==> config.mk <==
export PLATFORM = sky130hd
export DESIGN_NAME = weighted_moving_average_4tap_unit
export DESIGN_NICKNAME = d
export VERILOG_FILES = /design/src/rtl/wma4_pkg.sv /design/src/rtl/weighted_moving_average_4tap_unit.sv /design/src/rtl/wma4_ctrl.sv /design/src/rtl/wma4_datapath.sv
export SDC_FILE = /design/constraint.sdc
export NUM_CORES = 1
export LEC_CHECK = 0
export BUFFER_PORTS_ARGS = -buffer_cell sky130_fd_sc_hd__buf_2
export CAP_MARGIN = 15
export CORE_UTILIZATION = 39
export CTS_CLUSTER_DIAMETER = 40
export DETAILED_ROUTE_END_ITERATION = 8
export GPL_TIMING_DRIVEN = 1
export SLEW_MARGIN = 15
export SYNTH_ARGS = -nofsm -noshare
export SYNTH_HDL_FRONTEND = slang
export SYNTH_SLANG_ARGS = --single-unit
==> constraint.sdc <==
create_clock -name clk -period 14.1 [get_ports clk]
set_clock_uncertainty 0.05 [all_clocks]
set_input_delay 2.115 -clock clk [delete_from_list [all_inputs] [get_ports clk]]
set_output_delay 2.115 -clock clk [all_outputs]
set_load 0.01 [all_outputs]
==> src/rtl/wma4_pkg.sv <==
// ----------------------------------------------------------------------------
// wma4_pkg
// shared types and constants for the four-tap weighted moving average
// ----------------------------------------------------------------------------
package wma4_pkg;

  localparam int SAMPLE_BITS_DEF = 16;
  localparam int WEIGHT_BITS     = 7;
  localparam int TAP_COUNT       = 4;
  localparam int TAP_IDX_BITS    = 2;
  localparam int FILL_BITS       = 3;

  typedef enum logic [2:0] {
    S_IDLE,
    S_MAC,
    S_PREP,
    S_DIV,
    S_DONE
  } state_t;

  typedef struct packed {
    logic                    load;
    logic                    mac;
    logic [TAP_IDX_BITS-1:0] idx;
    logic                    prep;
    logic                    div_step;
    logic                    out_load;
  } cmd_t;

  typedef struct packed {
    logic out_free;
  } status_t;

  // tap weights, newest first
  function automatic logic [WEIGHT_BITS-1:0] tap_weight(input logic [TAP_IDX_BITS-1:0] idx);
    logic [WEIGHT_BITS-1:0] w;
    case (idx)
      2'd0:    w = 7'd50;
      2'd1:    w = 7'd25;
      2'd2:    w = 7'd15;
      default: w = 7'd10;
    endcase
    return w;
  endfunction

  // sum of the weights of the filled taps
  function automatic logic [WEIGHT_BITS-1:0] weight_total(input logic [FILL_BITS-1:0] fill);
    logic [WEIGHT_BITS-1:0] t;
    case (fill)
      3'd1:    t = 7'd50;
      3'd2:    t = 7'd75;
      3'd3:    t = 7'd90;
      3'd4:    t = 7'd100;
      default: t = 7'd1;
    endcase
    return t;
  endfunction

endpackage

==> src/rtl/weighted_moving_average_4tap_unit.sv <==
// ----------------------------------------------------------------------------
// weighted_moving_average_4tap_unit
// four-tap weighted moving average (weights 50/25/15/10) of signed samples
// ----------------------------------------------------------------------------
// usage:
//   samples enter on the s_ channel, one average leaves on the m_ channel
//   for every sample. the newest four samples are weighted 50, 25, 15, 10;
//   while fewer than four have been seen the filled taps are divided by
//   50, 75 or 90 instead of 100, truncating toward zero.
// sequence:
//   after a sample transaction the block steps through the four taps
//   (one multiply-accumulate each), takes the magnitude and runs a
//   restoring divider (one quotient bit per step); the next sample is
//   taken only once the average has been handed to the output register.
// reset:
//   rst clears the history, the fill count and the output valid.
// stall:
//   the result sits in an output register; if it is still held when the
//   next result is ready the block waits and s_tready stays low.
// ----------------------------------------------------------------------------
module weighted_moving_average_4tap_unit import wma4_pkg::*; #(
  parameter int SAMPLE_BITS = SAMPLE_BITS_DEF
) (
  input  logic                                clk,
  input  logic                                rst,
  input  logic                                s_tvalid,
  output logic                                s_tready,
  input  logic [((SAMPLE_BITS+7)/8)*8-1:0]    s_tdata,  // sample_in
  output logic                                m_tvalid,
  input  logic                                m_tready,
  output logic [((SAMPLE_BITS+7)/8)*8-1:0]    m_tdata   // average_out
);

  localparam int DATA_BITS = ((SAMPLE_BITS + 7) / 8) * 8;
  localparam int MAG_BITS  = SAMPLE_BITS + 6;

  cmd_t                   cmd;
  status_t                status;
  logic [SAMPLE_BITS-1:0] average_out;

  wma4_ctrl #(
    .MAG_BITS (MAG_BITS)
  ) u_ctrl (
    .clk      (clk),
    .rst      (rst),
    .s_tvalid (s_tvalid),
    .s_tready (s_tready),
    .status   (status),
    .cmd      (cmd)
  );

  wma4_datapath #(
    .SAMPLE_BITS (SAMPLE_BITS)
  ) u_datapath (
    .clk         (clk),
    .rst         (rst),
    .cmd         (cmd),
    .status      (status),
    .sample_in   (s_tdata[SAMPLE_BITS-1:0]),
    .m_tvalid    (m_tvalid),
    .m_tready    (m_tready),
    .average_out (average_out)
  );

  assign m_tdata = DATA_BITS'(average_out);

  // one sample at a time: no second transaction right after one
  a_one_in_flight: assert property (@(posedge clk) disable iff (rst)
    (s_tvalid && s_tready) |=> !s_tready)
    else $error("input accepted while a sample is in progress");

  // a result is only written into a free output register
  a_no_overwrite: assert property (@(posedge clk) disable iff (rst)
    cmd.out_load |-> (!m_tvalid || m_tready))
    else $error("output register overwritten");

  // output valid only rises after the sequencer hands off a result
  a_valid_source: assert property (@(posedge clk) disable iff (rst)
    $rose(m_tvalid) |-> $past(cmd.out_load))
    else $error("output valid without a finished result");

endmodule

==> src/rtl/wma4_ctrl.sv <==
// ----------------------------------------------------------------------------
// wma4_ctrl
// sequencer: accepts a sample, steps the taps, runs the divider, hands off
// ----------------------------------------------------------------------------
module wma4_ctrl import wma4_pkg::*; #(
  parameter int MAG_BITS = SAMPLE_BITS_DEF + 6
) (
  input  logic    clk,
  input  logic    rst,
  input  logic    s_tvalid,
  output logic    s_tready,
  input  status_t status,
  output cmd_t    cmd
);

  localparam int CNT_BITS = $clog2(MAG_BITS);

  state_t              state, state_next;
  logic [CNT_BITS-1:0] cnt, cnt_next;

  always_ff @(posedge clk) begin
    if (rst) begin
      state <= S_IDLE;
      cnt   <= '0;
    end else begin
      state <= state_next;
      cnt   <= cnt_next;
    end
  end

  always_comb begin
    state_next = state;
    cnt_next   = cnt;
    case (state)
      S_IDLE: begin
        cnt_next = '0;
        if (s_tvalid) state_next = S_MAC;
      end
      S_MAC: begin
        if (cnt == CNT_BITS'(TAP_COUNT - 1)) begin
          state_next = S_PREP;
          cnt_next   = '0;
        end else begin
          cnt_next = cnt + 1'b1;
        end
      end
      S_PREP: begin
        state_next = S_DIV;
        cnt_next   = '0;
      end
      S_DIV: begin
        if (cnt == CNT_BITS'(MAG_BITS - 1)) begin
          state_next = S_DONE;
          cnt_next   = '0;
        end else begin
          cnt_next = cnt + 1'b1;
        end
      end
      S_DONE: begin
        if (status.out_free) state_next = S_IDLE;
      end
      default: begin
        state_next = S_IDLE;
        cnt_next   = '0;
      end
    endcase
  end

  always_comb begin
    cmd      = '0;
    s_tready = 1'b0;
    cmd.idx  = cnt[TAP_IDX_BITS-1:0];
    case (state)
      S_IDLE: begin
        s_tready = 1'b1;
        cmd.load = s_tvalid;
      end
      S_MAC:   cmd.mac      = 1'b1;
      S_PREP:  cmd.prep     = 1'b1;
      S_DIV:   cmd.div_step = 1'b1;
      S_DONE:  cmd.out_load = status.out_free;
      default: cmd          = '0;
    endcase
  end

endmodule

==> src/rtl/wma4_datapath.sv <==
// ----------------------------------------------------------------------------
// wma4_datapath
// tap history, multiply-accumulate, restoring divider and output register
// ----------------------------------------------------------------------------
module wma4_datapath import wma4_pkg::*; #(
  parameter int SAMPLE_BITS = SAMPLE_BITS_DEF
) (
  input  logic                   clk,
  input  logic                   rst,
  input  cmd_t                   cmd,
  output status_t                status,
  input  logic [SAMPLE_BITS-1:0] sample_in,
  output logic                   m_tvalid,
  input  logic                   m_tready,
  output logic [SAMPLE_BITS-1:0] average_out
);

  // |sum| <= 100 * 2^(SAMPLE_BITS-1) < 2^(SAMPLE_BITS+6)
  localparam int ACC_BITS = SAMPLE_BITS + 7;
  localparam int MAG_BITS = SAMPLE_BITS + 6;
  localparam int REM_BITS = WEIGHT_BITS + 2;

  logic signed [SAMPLE_BITS-1:0] history [TAP_COUNT-1];
  logic signed [SAMPLE_BITS-1:0] taps [TAP_COUNT];
  logic [FILL_BITS-1:0]          fill_count, fill_next;
  logic signed [ACC_BITS-1:0]    acc;
  logic [WEIGHT_BITS-1:0]        divisor;
  logic [WEIGHT_BITS-1:0]        rem;
  logic [MAG_BITS-1:0]           dvd;
  logic                          neg;

  logic signed [ACC_BITS-1:0]    product;
  logic [REM_BITS-1:0]           rem_shift;
  logic [REM_BITS-1:0]           diff;
  logic [MAG_BITS-1:0]           quot_signed;

  assign fill_next = (fill_count == FILL_BITS'(TAP_COUNT)) ? fill_count : fill_count + 1'b1;

  assign product = ACC_BITS'(taps[cmd.idx]) *
                   signed'({{(ACC_BITS-WEIGHT_BITS){1'b0}}, tap_weight(cmd.idx)});

  assign rem_shift = {1'b0, rem, dvd[MAG_BITS-1]};
  assign diff      = rem_shift - {2'b00, divisor};

  assign quot_signed = neg ? (~dvd + 1'b1) : dvd;

  assign status.out_free = !m_tvalid || m_tready;

  always_ff @(posedge clk) begin
    if (rst) begin
      history[0] <= '0;
      history[1] <= '0;
      history[2] <= '0;
      fill_count <= '0;
    end else if (cmd.load) begin
      history[0] <= signed'(sample_in);
      history[1] <= history[0];
      history[2] <= history[1];
      fill_count <= fill_next;
    end
  end

  always_ff @(posedge clk) begin
    if (cmd.load) begin
      taps[0] <= signed'(sample_in);
      taps[1] <= history[0];
      taps[2] <= history[1];
      taps[3] <= history[2];
      acc     <= '0;
      divisor <= weight_total(fill_next);
    end else if (cmd.mac) begin
      // only filled taps contribute
      if ({1'b0, cmd.idx} < fill_count) acc <= acc + product;
    end
    if (cmd.prep) begin
      neg <= acc[ACC_BITS-1];
      dvd <= acc[ACC_BITS-1] ? MAG_BITS'(-acc) : MAG_BITS'(acc);
      rem <= '0;
    end else if (cmd.div_step) begin
      // one quotient bit per cycle, shifted into the dividend's low end
      if (!diff[REM_BITS-1]) begin
        rem <= diff[WEIGHT_BITS-1:0];
        dvd <= {dvd[MAG_BITS-2:0], 1'b1};
      end else begin
        rem <= rem_shift[WEIGHT_BITS-1:0];
        dvd <= {dvd[MAG_BITS-2:0], 1'b0};
      end
    end
  end

  always_ff @(posedge clk) begin
    if (rst) begin
      m_tvalid <= 1'b0;
    end else if (cmd.out_load) begin
      m_tvalid <= 1'b1;
    end else if (m_tready) begin
      m_tvalid <= 1'b0;
    end
  end

  always_ff @(posedge clk) begin
    if (cmd.out_load) average_out <= quot_signed[SAMPLE_BITS-1:0];
  end

endmodule

Yosys cells after proc, flatten, opt, wreduce, memory -nomap -nowiden
Memories as Yosys holds them, arrays and structs flattened.
Cells that the tools add are included.

storage, ports and cells
  ROM bits = 0
  RAM bits = 112
  bits in latches = 0
  memories kept = 2
  output and inout bits = 18
  register bits = 88

memory list
  memory              depth  bits a word  rd ports  clocked after Yosys merged registers in  wr ports  RTL line             text
  u_datapath.taps     4      16           1         0                                        4         wma4_datapath.sv:24  logic signed [SAMPLE_BITS-1:0] taps [TAP_COUNT];
  u_datapath.history  3      16           3         0                                        3         wma4_datapath.sv:23  logic signed [SAMPLE_BITS-1:0] history [TAP_COUNT-1];

cells by class
  multiplexer cells = 35
  equal/unequal tests = 17
  shifts and indexed selects = 0
  reductions and logical operators = 9
  add/subtract/negate cells = 6
  bitwise gates (word level) = 4
  magnitude comparators = 1
  div/mod/pow operators = 0
  $mul = 1

operators with widths
  operator                                                          number
  22-bit 2-to-1 mux                                                 3
  16-bit 2-to-1 mux                                                 4
  7-bit case mux with 4 select lines                                1
  23-bit adder                                                      1
  16-bit by 7-bit multiplier with 23-bit output                     1
  22-bit negation                                                   1
  6-bit case mux with 3 select lines                                1
  16-bit by 1-bit adder with 16-bit output (second input constant)  1
  16-bit inverter                                                   1
  1-bit 2-to-1 mux                                                  15
  3-bit 2-to-1 mux                                                  5
  3-bit case mux with 5 select lines                                1
  5-bit case mux with 3 select lines                                1
  3-bit by 2-bit == test with 1-bit output (second input constant)  4
  5-bit 2-to-1 mux                                                  2
  3-bit == test (second input constant)                             3
  8-bit by 7-bit subtractor with 9-bit output                       1
  7-bit 2-to-1 mux                                                  1
  3-bit by 1-bit == test with 1-bit output (second input constant)  2
  2-bit by 1-bit != test with 1-bit output (second input constant)  3
  5-bit by 1-bit adder with 5-bit output (second input constant)    1
  5-bit by 2-bit == test with 1-bit output (second input constant)  1
  5-bit == test (second input constant)                             1
  5-bit OR reduction                                                1
  14 further kinds                                                  17

Longest topological paths before layout
  word-level depth = 7
  gate-level depth with buffers = 26
  gate-level depth less buffers = 23

Modules after synthesis
A second synthesis with hierarchy kept.

second synthesis, totals
  cells, all modules = 1164
  area, all modules = 12952.4 µm²

modules (own cells, without submodules)
  module         area each (µm²)  cells each  times used  sequential area each (µm²)
  wma4_datapath  12460.7          1103        1           5425.2
  wma4_ctrl      491.7            61          1           160.2

Worst setup path after synthesis
Ideal clock, no wire load.

  path kind = flip-flop to flip-flop
  from = register u_ctrl.state[1]
  to = register u_datapath.acc[19]
  clock period less this slack = 6.730 ns
  path slack = 7.370 ns
  data arrival time = 6.604 ns
  setup time = 0.076 ns
  data required time = 13.974 ns
  path buffers = 5
  cell stages (with the launch flop) = 25
  cells stage by stage = dfxtp_1 clkbuf_1 o21ai_0 and2_1 clkbuf_1 clkbuf_1 clkbuf_1 ha_1 clkbuf_1 nand2b_1 fa_1 inv_1 fa_1 fa_1 inv_1 fa_1 inv_1 ha_1 a21o_1 a211oi_1 nor3_1 o41ai_1 o21ai_0 mux2_2 o22ai_1

between the ends
  cells in the longest elaborated chain, start to end = 7
  elaborated cells between the ends (all ways) = 18
  those cells by class = 1 x add/sub; 1 x mul; 1 x order compare; 6 x eq/ne; 4 x mux; 4 x reduce/logical; 1 x memory

ends and longest elaborated chain
  what                                                              RTL line             text
  start, declared                                                   wma4_ctrl.sv:18      state_t state, state_next;
  start signal, assigned                                            wma4_ctrl.sv:26      state <= state_next;
  3-bit by 1-bit == test with 1-bit output (tied with other cells)  wma4_ctrl.sv:73      case (state)
  5-bit OR reduction (no source line)                               -
  2-bit 2-to-1 mux                                                  wma4_ctrl.sv:73
  2-bit == test (tied with other cells)                             wma4_pkg.sv:37       case (idx)
  6-bit case mux with 3 select lines                                wma4_pkg.sv:37
  16-bit by 7-bit multiplier with 23-bit output                     wma4_datapath.sv:39  assign product = ACC_BITS'(taps[cmd.idx]) *
  23-bit adder                                                      wma4_datapath.sv:73  if ({1'b0, cmd.idx} < fill_count) acc <= acc + product;
  end signal, assigned                                              wma4_datapath.sv:73
  end, declared                                                     wma4_datapath.sv:26  logic signed [ACC_BITS-1:0] acc;

Several ways; a longest one is shown, not always the timed one.
A chain may end at the register's enable or synchronous reset.

Final worst setup path
  from = register u_ctrl.state[0]
  to = register u_datapath.acc[19]

Same word-level chain as after synthesis.

==> run metrics <==
synthesized area per cell=approximately 10 sq um; Required @ worst endpoint=14,410 ps; Netlist Area Pre-Place=about 13,000 sq um; largest area contributor in the netlist=edfxtp_1; most frequent cells in the layout=inv_1 (179), edfxtp_1 (158), nand2_1 (149); H-tree lvl count=4; DIE HEIGHT=approximately 180 um; status=finished, final reports clean; die area=roughly 34,000 sq um; Synth Flop Type=edfxtp_1; CTS Hold Bufs=0; Setup CP Type=register to register; Clock transition at path regs=~80 ps; post-DP HPWL=around 19 mm; master of the slowest instance on the critical path=o41ai_1; Placed Instance Area=between 10,000 and 15,000 sq um; most common cell after layout, fill and taps aside=inv_1; Sw Share=0.418; MaxCap Viol Count=0; flops & latches, synth=200; post-synthesis sequential area ratio=0.429; CP Data Arrival Time=8360 ps; Finished Core Util=0.436; Final TNS setup=0 ps; # rows=66; I/O Pins=38; total power=~2700 uW; Synth area leaders=edfxtp_1 (36%), fa_1 (14%), ha_1 (6.5%); Final Cell Area=14,200 sq um; Slew Limit Fails=0; Least-Margin Pin Slew=993 ps; drt wl/cell=about 14 um; delay of the slowest critical-path stage=roughly 850 ps; min-delay worst type=register to register; CP Launch Type=register; Clock Sinks=200; sequential share of power=0.281; share of layout cells above drive strength 1=0.0973; worst-path fanout max=31; sw power=between 1000 and 1500 uW; initial core utilization=0.398; via count=between 8,000 and 9,000; total CTS buffers=17; Pre-antenna DRT Iters=4; Fmax=~0.12 GHz; peak supply drop=around 110 uV; P_leak=~0.006 uW; Multi-input gate area=6590 sq um; min cycle time layout=a little over 8000 ps; relative slew slack=0.338; Post-CTS Setup Inserts=0; first-pass GRT wire length=40.9 mm; grt total ovfl=0; input/output buffers=37; antenna cells=0; clock share of power=0.175; remaining antenna violation count=0; initial antenna violation count=0; Skew-Pair Late Insertion Delay=450 ps; placer congestion estimate=0.846; Via density=4.78; Post-Syn Instances=roughly 1,300; Post-synth EDFFs=approximately 160; post-cts resize count=0; Yosys top cell area share=0.364; Fill cells=~3,100; deepest clock path buffer count=2; crit-path cells=o21ai_0, and2_0, buf_4, inv_1, nor2_1, a221oi_1, or2_2, fa_1, inv_1, fa_1, fa_1, inv_1, fa_1, inv_1, ha_1, a21o_1, a211oi_1, nor3_1, o41ai_1, o21ai_0, mux2_2, o22ai_1; drt initial violations=400; fin crit share=0.570; Storage cell area=approximately 5600 sq um; clock root buffer master=clkbuf_16; core area=approximately 33,000 sq um; yosys warns=0; DRC viols=0; Final nets=approximately 1,500; CTS tree=done; Synth cell types=just over 60; P&R area growth vs syn=9.38%; power density over cell area=around 190 nW/um^2; CP Capture Type=register; largest net degree at the start of global routing=between 70 and 80; Async S/R FF share, synth=0; Total GRT Usage=0.153; Int Pwr=approximately 1600 uW; vias in the first global route=about 8,200; Routed WL=about 24 mm; Net Count, Synth=~1,500; final setup fails=0; Die X=185 um; RSZ-0062 raised after global routing=false; Comb pwr share=0.544; final hold violations=0
-- critical path: cells and delay by family, from the launching register on --
family | cells | cell delay (ps)
AND/OR/NAND/NOR | 4 | 1440
AO/OA/AOI/OAI | 7 | 2490
buffers and inverters | 5 | 810
multiplexers | 1 | 320
adder cells (fa/ha/maj) | 5 | 2420
flip-flops | 1 | 420
-- registers in the layout, indices dropped and copies added, names as in the netlist --
name,count
u_datapath.taps,64
u_datapath.history,48
u_datapath.acc,23
u_datapath.dvd,22
u_datapath.average_out,16
u_datapath.divisor,7
u_datapath.rem,7
u_ctrl.cnt,5
u_ctrl.state,3
u_datapath.fill_count,3
u_datapath.m_tvalid,1
u_datapath.neg,1
-- cell type report --
type,instances,share of cell area
tap,442,0.0388
multi-input combinational,845,0.462
clock inverter,14,0.0107
clock buffer,18,0.0301
inverter,182,0.0481
timing repair buffer,46,0.0177
sequential,200,0.392
-- cell families after synthesis --
group / share of synthesized area
and+or+nand+nor: 0.149
adders and majority gates: 0.202
xor gates and xnor gates: 0.0377
muxes: 0.00788
AOI/OAI and AO/OA: 0.109
DFF: 0.429
buffers and inverters: 0.0657
-- synthesized netlist by cell type, types with 7 or more instances --
master,instances
and2_1,52
fa_1,89
and3_1,7
a221oi_1,15
clkbuf_1,42
dfxtp_1,42
nor3_1,12
nand2_1,149
ha_1,68
o31ai_1,12
or2_2,37
nor2b_1,10
nand2b_1,20
o21a_1,8
o21ai_0,55
a21o_1,9
xnor2_1,46
nand3_1,13
xor2_1,10
mux2i_1,8
a211oi_1,7
edfxtp_1,158
inv_1,180
nor2_1,68
a21oi_1,78
-- path summary, 6_finish.rpt --
check | startpoint | endpoint | slack (ps) | cells past startpoint
worst max-delay path | u_ctrl.state[0] | u_datapath.acc[19] | 6060 | 22
worst min-delay path | u_datapath.history[0][43] | u_datapath.taps[3][11] | 370 | 0
worst max register to register | u_ctrl.state[0] | u_datapath.acc[19] | 6060 | 22
worst min register to register | u_datapath.history[0][43] | u_datapath.taps[3][11] | 370 | 0
-- per-stage QoR --
step / setup slack (ps) / std cells / hold WS [ps]
5_1_grt: 5400 / 1747 / 368
3_3_place_gp: 6280 / 1715 / 351
2_1_floorplan: 7370 / 1273 / 350
4_1_cts: 6060 / 1747 / 369
6_report: 6060 / 1747 / 367
3_5_place_dp: 6110 / 1715 / 355
-- power groups by stage --
stage / Sequential, uW / Combinational [uW] / Clock (uW)
after floorplan: 766 / 1220 / 0
after global placement: 782 / 1470 / 0
after detailed placement: 785 / 1490 / 0
after CTS: 772 / 1500 / 496
after global routing: 781 / 1720 / 520
final: 771 / 1490 / 481
-- metal layers --
layer	vias to the layer above	GRT usage	share of wire
met2	115	0.234	0.44
met5	-	0	0
met1	3912	0.222	0.53
met3	19	0.0294	0.028
met4	0	0.0354	0.0082
li1	4304	-	-
(Power assumes the default switching activity.)
